==> src/hw/rtl/sha256_pkg.sv <==
// Package: shared types, constants and round functions of the SHA-256 message hash.
package sha256_pkg;

  localparam int unsigned WordWidth  = 32;
  localparam int unsigned BlockWords = 16;
  localparam int unsigned Rounds     = 64;
  localparam int unsigned DigestWords = 8;

  typedef enum logic [1:0] {
    KIND_BYTE  = 2'd0,
    KIND_FINAL = 2'd1,
    KIND_END   = 2'd2,
    KIND_NONE  = 2'd3
  } kind_t;

  typedef struct packed {
    logic [1:0] kind;
    logic [7:0] data_byte;
  } in_item_t;

  typedef struct packed {
    logic [31:0] digest_word;
    logic [2:0]  word_index;
    logic        last_word;
  } out_item_t;

  typedef enum logic [2:0] {
    ST_IDLE,
    ST_COMP,
    ST_PAD,
    ST_COMP2,
    ST_EMIT
  } state_t;

  typedef struct packed {
    logic put_byte;
    logic put_pad;
    logic start_comp;
    logic round;
    logic finish_comp;
    logic emit_next;
    logic restart;
  } dp_cmd_t;

  typedef struct packed {
    logic       block_full;
    logic       fill_over55;
    logic       rounds_done;
    logic       emit_done;
    logic [2:0] emit_index;
  } dp_stat_t;

  localparam logic [31:0] InitHash [DigestWords] = '{
    32'h6A09E667, 32'hBB67AE85, 32'h3C6EF372, 32'hA54FF53A,
    32'h510E527F, 32'h9B05688C, 32'h1F83D9AB, 32'h5BE0CD19};

  localparam logic [31:0] RoundK [Rounds] = '{
    32'h428a2f98,32'h71374491,32'hb5c0fbcf,32'he9b5dba5,32'h3956c25b,32'h59f111f1,
    32'h923f82a4,32'hab1c5ed5,32'hd807aa98,32'h12835b01,32'h243185be,32'h550c7dc3,
    32'h72be5d74,32'h80deb1fe,32'h9bdc06a7,32'hc19bf174,32'he49b69c1,32'hefbe4786,
    32'h0fc19dc6,32'h240ca1cc,32'h2de92c6f,32'h4a7484aa,32'h5cb0a9dc,32'h76f988da,
    32'h983e5152,32'ha831c66d,32'hb00327c8,32'hbf597fc7,32'hc6e00bf3,32'hd5a79147,
    32'h06ca6351,32'h14292967,32'h27b70a85,32'h2e1b2138,32'h4d2c6dfc,32'h53380d13,
    32'h650a7354,32'h766a0abb,32'h81c2c92e,32'h92722c85,32'ha2bfe8a1,32'ha81a664b,
    32'hc24b8b70,32'hc76c51a3,32'hd192e819,32'hd6990624,32'hf40e3585,32'h106aa070,
    32'h19a4c116,32'h1e376c08,32'h2748774c,32'h34b0bcb5,32'h391c0cb3,32'h4ed8aa4a,
    32'h5b9cca4f,32'h682e6ff3,32'h748f82ee,32'h78a5636f,32'h84c87814,32'h8cc70208,
    32'h90befffa,32'ha4506ceb,32'hbef9a3f7,32'hc67178f2};

  function automatic logic [31:0] ror(input logic [31:0] x, input int unsigned n);
    ror = (x >> n) | (x << (32 - n));
  endfunction

  function automatic logic [31:0] sig0(input logic [31:0] x);
    sig0 = ror(x, 7) ^ ror(x, 18) ^ (x >> 3);
  endfunction

  function automatic logic [31:0] sig1(input logic [31:0] x);
    sig1 = ror(x, 17) ^ ror(x, 19) ^ (x >> 10);
  endfunction

  function automatic logic [31:0] bsig0(input logic [31:0] x);
    bsig0 = ror(x, 2) ^ ror(x, 13) ^ ror(x, 22);
  endfunction

  function automatic logic [31:0] bsig1(input logic [31:0] x);
    bsig1 = ror(x, 6) ^ ror(x, 11) ^ ror(x, 25);
  endfunction

endpackage

==> src/hw/rtl/sha256_ctrl.sv <==
// Controller: sequences byte loads, compressions, padding and digest output.
module sha256_ctrl (
  input  logic                  clk,
  input  logic                  rst,
  input  logic                  in_fire,
  input  logic [1:0]            in_kind,
  input  logic                  out_ready,
  input  sha256_pkg::dp_stat_t  stat,
  output sha256_pkg::dp_cmd_t   cmd,
  output logic                  in_ready,
  output logic                  out_valid
);

  sha256_pkg::state_t state, state_next;
  logic final_pend, final_pend_next;

  always_ff @(posedge clk) begin
    if (rst) begin
      state      <= sha256_pkg::ST_IDLE;
      final_pend <= 1'b0;
    end else begin
      state      <= state_next;
      final_pend <= final_pend_next;
    end
  end

  always_comb begin
    state_next      = state;
    final_pend_next = final_pend;
    unique case (state)
      sha256_pkg::ST_IDLE: begin
        if (in_fire) begin
          if (in_kind == sha256_pkg::KIND_END) begin
            state_next      = sha256_pkg::ST_COMP2;
            final_pend_next = 1'b0;
          end else if (in_kind != sha256_pkg::KIND_NONE) begin
            if (stat.block_full) begin
              state_next      = sha256_pkg::ST_COMP;
              final_pend_next = (in_kind == sha256_pkg::KIND_FINAL);
            end else if (in_kind == sha256_pkg::KIND_FINAL) begin
              state_next = sha256_pkg::ST_COMP2;
            end
          end
        end
      end
      sha256_pkg::ST_COMP: begin
        if (stat.rounds_done) begin
          state_next = final_pend ? sha256_pkg::ST_PAD : sha256_pkg::ST_IDLE;
        end
      end
      sha256_pkg::ST_PAD: begin
        state_next = sha256_pkg::ST_COMP2;
      end
      sha256_pkg::ST_COMP2: begin
        if (stat.rounds_done) begin
          state_next = stat.fill_over55 ? sha256_pkg::ST_PAD : sha256_pkg::ST_EMIT;
        end
      end
      sha256_pkg::ST_EMIT: begin
        if (out_ready && stat.emit_done) begin
          state_next = sha256_pkg::ST_IDLE;
        end
      end
      default: state_next = sha256_pkg::ST_IDLE;
    endcase
  end

  always_comb begin
    cmd       = '0;
    in_ready  = 1'b0;
    out_valid = 1'b0;
    unique case (state)
      sha256_pkg::ST_IDLE: begin
        in_ready = 1'b1;
        if (in_fire) begin
          if (in_kind == sha256_pkg::KIND_BYTE || in_kind == sha256_pkg::KIND_FINAL) begin
            cmd.put_byte = 1'b1;
          end
          if (in_kind == sha256_pkg::KIND_END ||
              (in_kind == sha256_pkg::KIND_FINAL && !stat.block_full)) begin
            cmd.put_pad = 1'b1;
          end
          if ((in_kind == sha256_pkg::KIND_BYTE || in_kind == sha256_pkg::KIND_FINAL)
              && stat.block_full) begin
            cmd.start_comp = 1'b1;
          end
          if (cmd.put_pad) begin
            cmd.start_comp = 1'b1;
          end
        end
      end
      sha256_pkg::ST_COMP: begin
        cmd.round = 1'b1;
        if (stat.rounds_done) begin
          cmd.finish_comp = 1'b1;
        end
      end
      sha256_pkg::ST_PAD: begin
        cmd.put_pad    = 1'b1;
        cmd.start_comp = 1'b1;
      end
      sha256_pkg::ST_COMP2: begin
        cmd.round = 1'b1;
        if (stat.rounds_done) begin
          cmd.finish_comp = 1'b1;
        end
      end
      sha256_pkg::ST_EMIT: begin
        out_valid = 1'b1;
        if (out_ready) begin
          cmd.emit_next = 1'b1;
          cmd.restart   = stat.emit_done;
        end
      end
      default: begin
      end
    endcase
  end

endmodule

==> src/hw/rtl/sha256_datapath.sv <==
// Datapath: block buffer, message schedule window, round unit and chaining words.
module sha256_datapath (
  input  logic                  clk,
  input  logic                  rst,
  input  sha256_pkg::in_item_t  in_item,
  input  sha256_pkg::dp_cmd_t   cmd,
  output sha256_pkg::dp_stat_t  stat,
  output logic [31:0]           digest_word
);

  logic [31:0] hash  [sha256_pkg::DigestWords];
  logic [31:0] wv    [sha256_pkg::DigestWords];
  logic [31:0] blk   [sha256_pkg::BlockWords];
  logic [6:0]  fill;
  logic [31:0] bit_length;
  logic [5:0]  rnd;
  logic        rnd_last;
  logic        second;
  logic [2:0]  emit_idx;

  logic [5:0]  pos;
  logic [31:0] t1, t2, w_new;
  logic        pad_now;

  // A second padding block is needed when the pad byte left no room for the length.
  assign pad_now = cmd.put_pad;
  assign pos     = fill[5:0];

  always_comb begin
    t1 = wv[7] + sha256_pkg::bsig1(wv[4]) + ((wv[4] & wv[5]) ^ (~wv[4] & wv[6]))
       + sha256_pkg::RoundK[rnd] + blk[0];
    t2 = sha256_pkg::bsig0(wv[0]) + ((wv[0] & wv[1]) ^ (wv[0] & wv[2]) ^ (wv[1] & wv[2]));
    w_new = sha256_pkg::sig1(blk[14]) + blk[9] + sha256_pkg::sig0(blk[1]) + blk[0];
  end

  always_ff @(posedge clk) begin
    if (rst) begin
      fill       <= '0;
      bit_length <= '0;
      rnd        <= '0;
      rnd_last   <= 1'b0;
      second     <= 1'b0;
      emit_idx   <= '0;
      for (int i = 0; i < sha256_pkg::DigestWords; i++) begin
        hash[i] <= sha256_pkg::InitHash[i];
      end
    end else begin
      if (cmd.put_byte) begin
        for (int i = 0; i < sha256_pkg::BlockWords; i++) begin
          if (pos[5:2] == i[3:0]) begin
            unique case (pos[1:0])
              2'd0: blk[i][31:24] <= in_item.data_byte;
              2'd1: blk[i][23:16] <= in_item.data_byte;
              2'd2: blk[i][15:8]  <= in_item.data_byte;
              default: blk[i][7:0] <= in_item.data_byte;
            endcase
          end
        end
        bit_length <= bit_length + 32'd8;
        fill       <= fill + 7'd1;
      end
      if (pad_now) begin
        // Pad from the current fill; the second block of a long tail is zero but for the length word.
        for (int i = 0; i < sha256_pkg::BlockWords; i++) begin
          for (int b = 0; b < 4; b++) begin
            if (second) begin
              blk[i][31 - 8*b -: 8] <= 8'h00;
            end else if ({i[3:0], b[1:0]} == pos + (cmd.put_byte ? 6'd1 : 6'd0)) begin
              blk[i][31 - 8*b -: 8] <= 8'h80;
            end else if ({i[3:0], b[1:0]} > pos + (cmd.put_byte ? 6'd1 : 6'd0)) begin
              blk[i][31 - 8*b -: 8] <= 8'h00;
            end
          end
        end
        if ((pos + (cmd.put_byte ? 7'd1 : 7'd0)) <= 7'd55 && !second) begin
          blk[14] <= 32'd0;
          blk[15] <= bit_length + (cmd.put_byte ? 32'd8 : 32'd0);
          second  <= 1'b0;
        end else if (second) begin
          blk[14] <= 32'd0;
          blk[15] <= bit_length;
          second  <= 1'b0;
        end else begin
          second <= 1'b1;
        end
      end
      if (cmd.start_comp) begin
        rnd      <= '0;
        rnd_last <= 1'b0;
        for (int i = 0; i < sha256_pkg::DigestWords; i++) begin
          wv[i] <= hash[i];
        end
      end
      if (cmd.round && !rnd_last) begin
        wv[7] <= wv[6]; wv[6] <= wv[5]; wv[5] <= wv[4]; wv[4] <= wv[3] + t1;
        wv[3] <= wv[2]; wv[2] <= wv[1]; wv[1] <= wv[0]; wv[0] <= t1 + t2;
        for (int i = 0; i < sha256_pkg::BlockWords - 1; i++) begin
          blk[i] <= blk[i + 1];
        end
        blk[15]  <= w_new;
        rnd      <= rnd + 6'd1;
        rnd_last <= (rnd == 6'(sha256_pkg::Rounds - 1));
      end
      if (cmd.finish_comp) begin
        for (int i = 0; i < sha256_pkg::DigestWords; i++) begin
          hash[i] <= hash[i] + wv[i];
        end
        rnd_last <= 1'b0;
        if (fill == 7'd64) begin
          fill <= '0;
        end
      end
      if (cmd.emit_next) begin
        emit_idx <= emit_idx + 3'd1;
      end
      if (cmd.restart) begin
        fill       <= '0;
        bit_length <= '0;
        second     <= 1'b0;
        emit_idx   <= '0;
        for (int i = 0; i < sha256_pkg::DigestWords; i++) begin
          hash[i] <= sha256_pkg::InitHash[i];
        end
      end
    end
  end

  assign stat.block_full  = (fill == 7'd63);
  assign stat.fill_over55 = second;
  assign stat.rounds_done = rnd_last;
  assign stat.emit_done   = (emit_idx == 3'd7);
  assign stat.emit_index  = emit_idx;
  assign digest_word      = hash[emit_idx];

endmodule

==> src/hw/rtl/sha256_message_hash.sv <==
// Top level: SHA-256 message hash fed one byte per item.
//
// Input channel (in, in_valid, in_ready) takes one item: a message byte,
// a final message byte, or an end-of-message mark without a byte. Kind 3
// is dropped. Output channel (out, out_valid, out_ready) gives the eight
// digest words of a message, word 0 first, last_word set on word 7.
//
// A byte that does not complete a 64-byte block is stored and in_ready stays high. A byte
// that completes a block starts the compression: 64 rounds, one a cycle,
// then the fold into the chaining words; throughout, in_ready
// is low. End of message pads and compresses one block, or two when more
// than 55 bytes stand in the last block, then holds the eight words until
// the receiver takes them; a stalled receiver holds the block in output.
// The words leave at one per cycle while the receiver holds out_ready high.
// After the last word the initial hash is restored for the next message.
// Reset loads the initial hash and clears the length and fill count.
module sha256_message_hash (
  input  logic                   clk,
  input  logic                   rst,
  input  sha256_pkg::in_item_t   in,
  input  logic                   in_valid,
  output logic                   in_ready,
  output sha256_pkg::out_item_t  out,
  output logic                   out_valid,
  input  logic                   out_ready
);

  sha256_pkg::dp_cmd_t  cmd;
  sha256_pkg::dp_stat_t stat;
  logic [31:0] digest_word;

  sha256_ctrl u_ctrl (
    .clk       (clk),
    .rst       (rst),
    .in_fire   (in_valid && in_ready),
    .in_kind   (in.kind),
    .out_ready (out_ready),
    .stat      (stat),
    .cmd       (cmd),
    .in_ready  (in_ready),
    .out_valid (out_valid)
  );

  sha256_datapath u_dp (
    .clk         (clk),
    .rst         (rst),
    .in_item     (in),
    .cmd         (cmd),
    .stat        (stat),
    .digest_word (digest_word)
  );

  assign out.digest_word = digest_word;
  assign out.word_index  = stat.emit_index;
  assign out.last_word   = stat.emit_done;

endmodule
==> config.mk <==
export PLATFORM = sky130hd
export DESIGN_NAME = sha256_message_hash
export DESIGN_NICKNAME = d
export VERILOG_FILES = /design/src/hw/rtl/sha256_pkg.sv /design/src/hw/rtl/sha256_ctrl.sv /design/src/hw/rtl/sha256_datapath.sv /design/src/hw/rtl/sha256_message_hash.sv
export SDC_FILE = /design/constraint.sdc
export NUM_CORES = 2
export LEC_CHECK = 0
export BUFFER_PORTS_ARGS = -buffer_cell sky130_fd_sc_hd__buf_2
export CAP_MARGIN = 20
export CORE_UTILIZATION = 38
export DETAILED_ROUTE_END_ITERATION = 6
export HOLD_SLACK_MARGIN = 0.03
export PLACE_DENSITY_LB_ADDON = 0.05
export SLEW_MARGIN = 30
export SYNTH_ARGS = -nofsm -noshare
export SYNTH_HDL_FRONTEND = slang
export SYNTH_HIERARCHICAL = 1
export SYNTH_SLANG_ARGS = --single-unit
==> constraint.sdc <==
create_clock -name clk -period 30.1 [get_ports clk]
set_input_delay 1.505 -clock clk [delete_from_list [all_inputs] [get_ports clk]]
set_output_delay 1.505 -clock clk [all_outputs]
set_load 0.05 [all_outputs]
==> key figures <==
Global route
  • Met3 Usage GRT: 0.0381
  • GRT Max-Usage Layer: met2
  • Overall Global Routing Usage: 0.311
  • Global routing usage on met2: 0.533
  • Largest net degree at the start of global routing: 227
  • Met1 Usage GRT: 0.378
  • Initial antenna violation count: 14
  • Grt ovf: 0
  • First-pass GRT wire length: 444,000 µm
  • Vias in the first global route: 60,200

Floorplan
  • Die H: 445 µm
  • Io pins: 52
  • Die ar.: about 200,000 µm²
  • Num rows: 162
  • Die width: 445 µm
  • Initial Util: 0.383
  • Core area: approximately 190,000 µm²

Synth
  • Synth Area in Compound Gates: 0.179
  • Multiplexer share of the synthesized area: 0.0398
  • #FFs+latches synth: 1,078
  • Top FF cell, synth: edfxtp_1
  • Mapped Nets: roughly 8,300
  • Post-synth EDFFs: 896
  • XOR/XNOR share of the synthesized area: 0.0709
  • Main combinational cell family by area after synthesis: compound AO/OA/AOI/OAI gates
  • Synth Cell Area: between 70,000 and 80,000 µm²
  • Sequential element share of the synthesized area: 0.410
  • Fraction of the mapped netlist area in simple logic gates: 0.142
  • Syn Area/Cell: 9.71 µm²
  • Mapped Cells: 7,676
  • Async set or reset register ratio after synthesis: 0
  • Synth unique cells: 96
  • Yosys warns: 6
  • Post-Synth Adder-Cell Area: 0.124

Setup path
  • Maximum fanout along the worst path: between 50 and 60
  • R2r setup slk: ~20,000 ps
  • Reg2Reg Depth: 32
  • Slowest-stage cell, CP: o32ai_1
  • Worst Setup Start Kind: flop
  • Critical R2R Launch: u_dp/rnd[2]
  • CP max stage delay: 690 ps
  • Setup crit end kind: flop
  • Most used cell, CP: fa_1
  • Setup CP Type: flop to flop
  • Worst EP arrival: between 10,000 and 15,000 ps
  • RR Endpoint: u_dp/wv[0][31]
  • Worst EP required: 30,630 ps

Detailed routing
  • Wirelength per Cell: 30.3 µm
  • Via count: 61,100
  • Antenna Nets Post-Route: 0
  • DRT Wirelength: 313,000 µm
  • DR iter-0 viols: 5,113
  • DRC errors left: 0
  • DRT Pass-1 Iters: 6
  • Drt via density: 5.91

Clocking
  • CTS Hold Bufs: 0
  • Bufs on Longest Clock Path: 3
  • Num Clock Sinks: 1,078
  • Number of post-CTS setup repair buffers: 0
  • Clk slew on worst S/H paths: 60 ps
  • Post-CTS sizing: 0
  • Number of H-tree levels: 4
  • Worst-Skew Late Latency: a little over 800 ps
  • CTS Root Cell: clkbuf_16
  • CTS tree: done
  • CTS buffer count: 139

STA
  • TNS Setup: 0 ps
  • Setup-failing EPs final: 0
  • Fmax: 98.0 MHz
  • Minimum clock period: 10,200 ps
  • Relative slew slack: 0.279
  • Final hold vios: 0
  • Tightest Pin Transition: 1080 ps
  • Unrepaired setup endpoints after global routing: no
  • Hold_ws: about 500 ps
  • Slew Viols, Final: 0
  • Final period utilization: 0.339
  • Clock Skew: 33.4 ps

Min path
  • Hold_sp: u_dp/hash[7][31]
  • Worst hold path endpoint: u_dp/hash[7][31]
  • Hold crit path type: flop to flop
  • Hold path depth: 2

Finish
  • Share of layout cells above drive strength 1: 0.0789
  • Commonest non-fill, non-tap cells in the layout: nand2_1, edfxtp_1, o21ai_0
  • Final Net Count: 8,193
  • Most common cell after layout, fill and taps aside: nand2_1
  • Final core occ: 0.423
  • Area grow syn2layout: 10.5%

Job
  • Max Cap Viol: 0

Run status
  • Status: completed

Placement
  • Final HPWL DP: 237,000 µm
  • Port buffer count: 51
  • GPL Wtd Cong: 0.964
-- kinds of logic after synthesis --
| family | Yosys count |
|---|---|
| AO/OA/AOI/OAI | 2052 |
| multiplexers | 195 |
| adder cells (fa/ha/maj) | 628 |
| XOR/XNOR | 603 |
| AND/OR/NAND/NOR | 2434 |
| buffers and inverters | 686 |
| flip-flops | 1078 |
-- metrics by stage --
| stage | cell area, µm² | setup WS (ps) | std cells |
|---|---|---|---|
| after detailed placement | 77700 | 19970 | 10100 |
| after global routing | 82300 | 19330 | 10300 |
| final | 82300 | 19900 | 10300 |
| after CTS | 82200 | 19930 | 10300 |
| after floorplan | 74500 | 16200 | 7676 |
| after global placement | 77700 | 20020 | 10100 |
-- sequential cells by signal (all words and copies together), names as in the netlist, named ones only --
signal,cells
u_dp/hash,256
u_dp/blk,512
u_dp/wv,256
u_ctrl/final_pend,1
u_dp/second,1
u_ctrl/state,3
u_dp/rnd,6
u_dp/emit_idx,3
u_dp/rnd_last,1
u_dp/bit_length,29
u_dp/fill,7
-- how the worst max path moves through the flow --
stage,slack (ps),from,endpoint,depth (start not counted)
5_1_grt,19330,u_dp/rnd[2],u_dp/wv[0][31],32
2_1_floorplan,16200,u_ctrl/state[0],u_dp/wv[0][0],7
3_3_place_gp,20020,u_dp/rnd[1],u_dp/wv[1][30],33
6_report,19900,u_dp/rnd[2],u_dp/wv[0][31],32
4_1_cts,19930,u_dp/rnd[2],u_dp/wv[0][31],32
3_5_place_dp,19970,u_dp/rnd[1],u_dp/wv[1][30],35
-- routing by layer --
metal / up-vias / part of all wire
li1: 27700 / -
met1: 30800 / 0.40
met2: 1985 / 0.49
met3: 616 / 0.049
met4: 4 / 0.065
met5: - / 0.000061
-- cell usage after synthesis (42+ instances only) --
master    instances  area (µm²)
xor2_1          192        1680
a31oi_1          74         463
and3_1           42         263
inv_1           237         890
xnor2_1         411        3600
a22o_1          264        2310
a21oi_1         449        2250
o31ai_1          52         390
buf_1            58         218
clkbuf_1        377        1420
o211ai_1         48         360
a211oi_1         63         473
fa_1            195        3900
nand2_1        1305        4900
or3_1            52         325
mux2i_1          68         681
o21ai_0         578        2890
dfxtp_1         182        3640
mux2_2           51         574
nor2_1          489        1840
nor3_1          116         581
ha_1            402        5030
nand2b_1         79         494
edfxtp_1        896       26900
o21a_1           64         480
mux4_2           76        1710
a21o_1          169        1270
nand3_1         127         636
nor2b_1          63         394
-- final cells by class --
| type | count | area (µm²) |
|---|---|---|
| Tap cell | 2624 | 3280 |
| Multi-Input combinational cell | 5912 | 41600 |
| Inverter | 240 | 905 |
| Clock inverter | 69 | 743 |
| Sequential cell | 1078 | 30600 |
| Antenna cell | 8 | 20.0 |
| Fill cell | 19000 | 112000 |
| Clock buffer | 187 | 3740 |
| Timing Repair Buffer | 211 | 1520 |
-- critical path, delay by kind of cell (launching register included) --
family	cells	cell delay [ps]
simple gates	6	870
xor+xnor	3	690
flops	1	310
buf+inv	5	1720
fa+ha+maj	6	2710
compound gates	12	3590
Power is not shown: default switching activity piles up to over one toggle a cycle in this logic, so the estimate is an artifact.
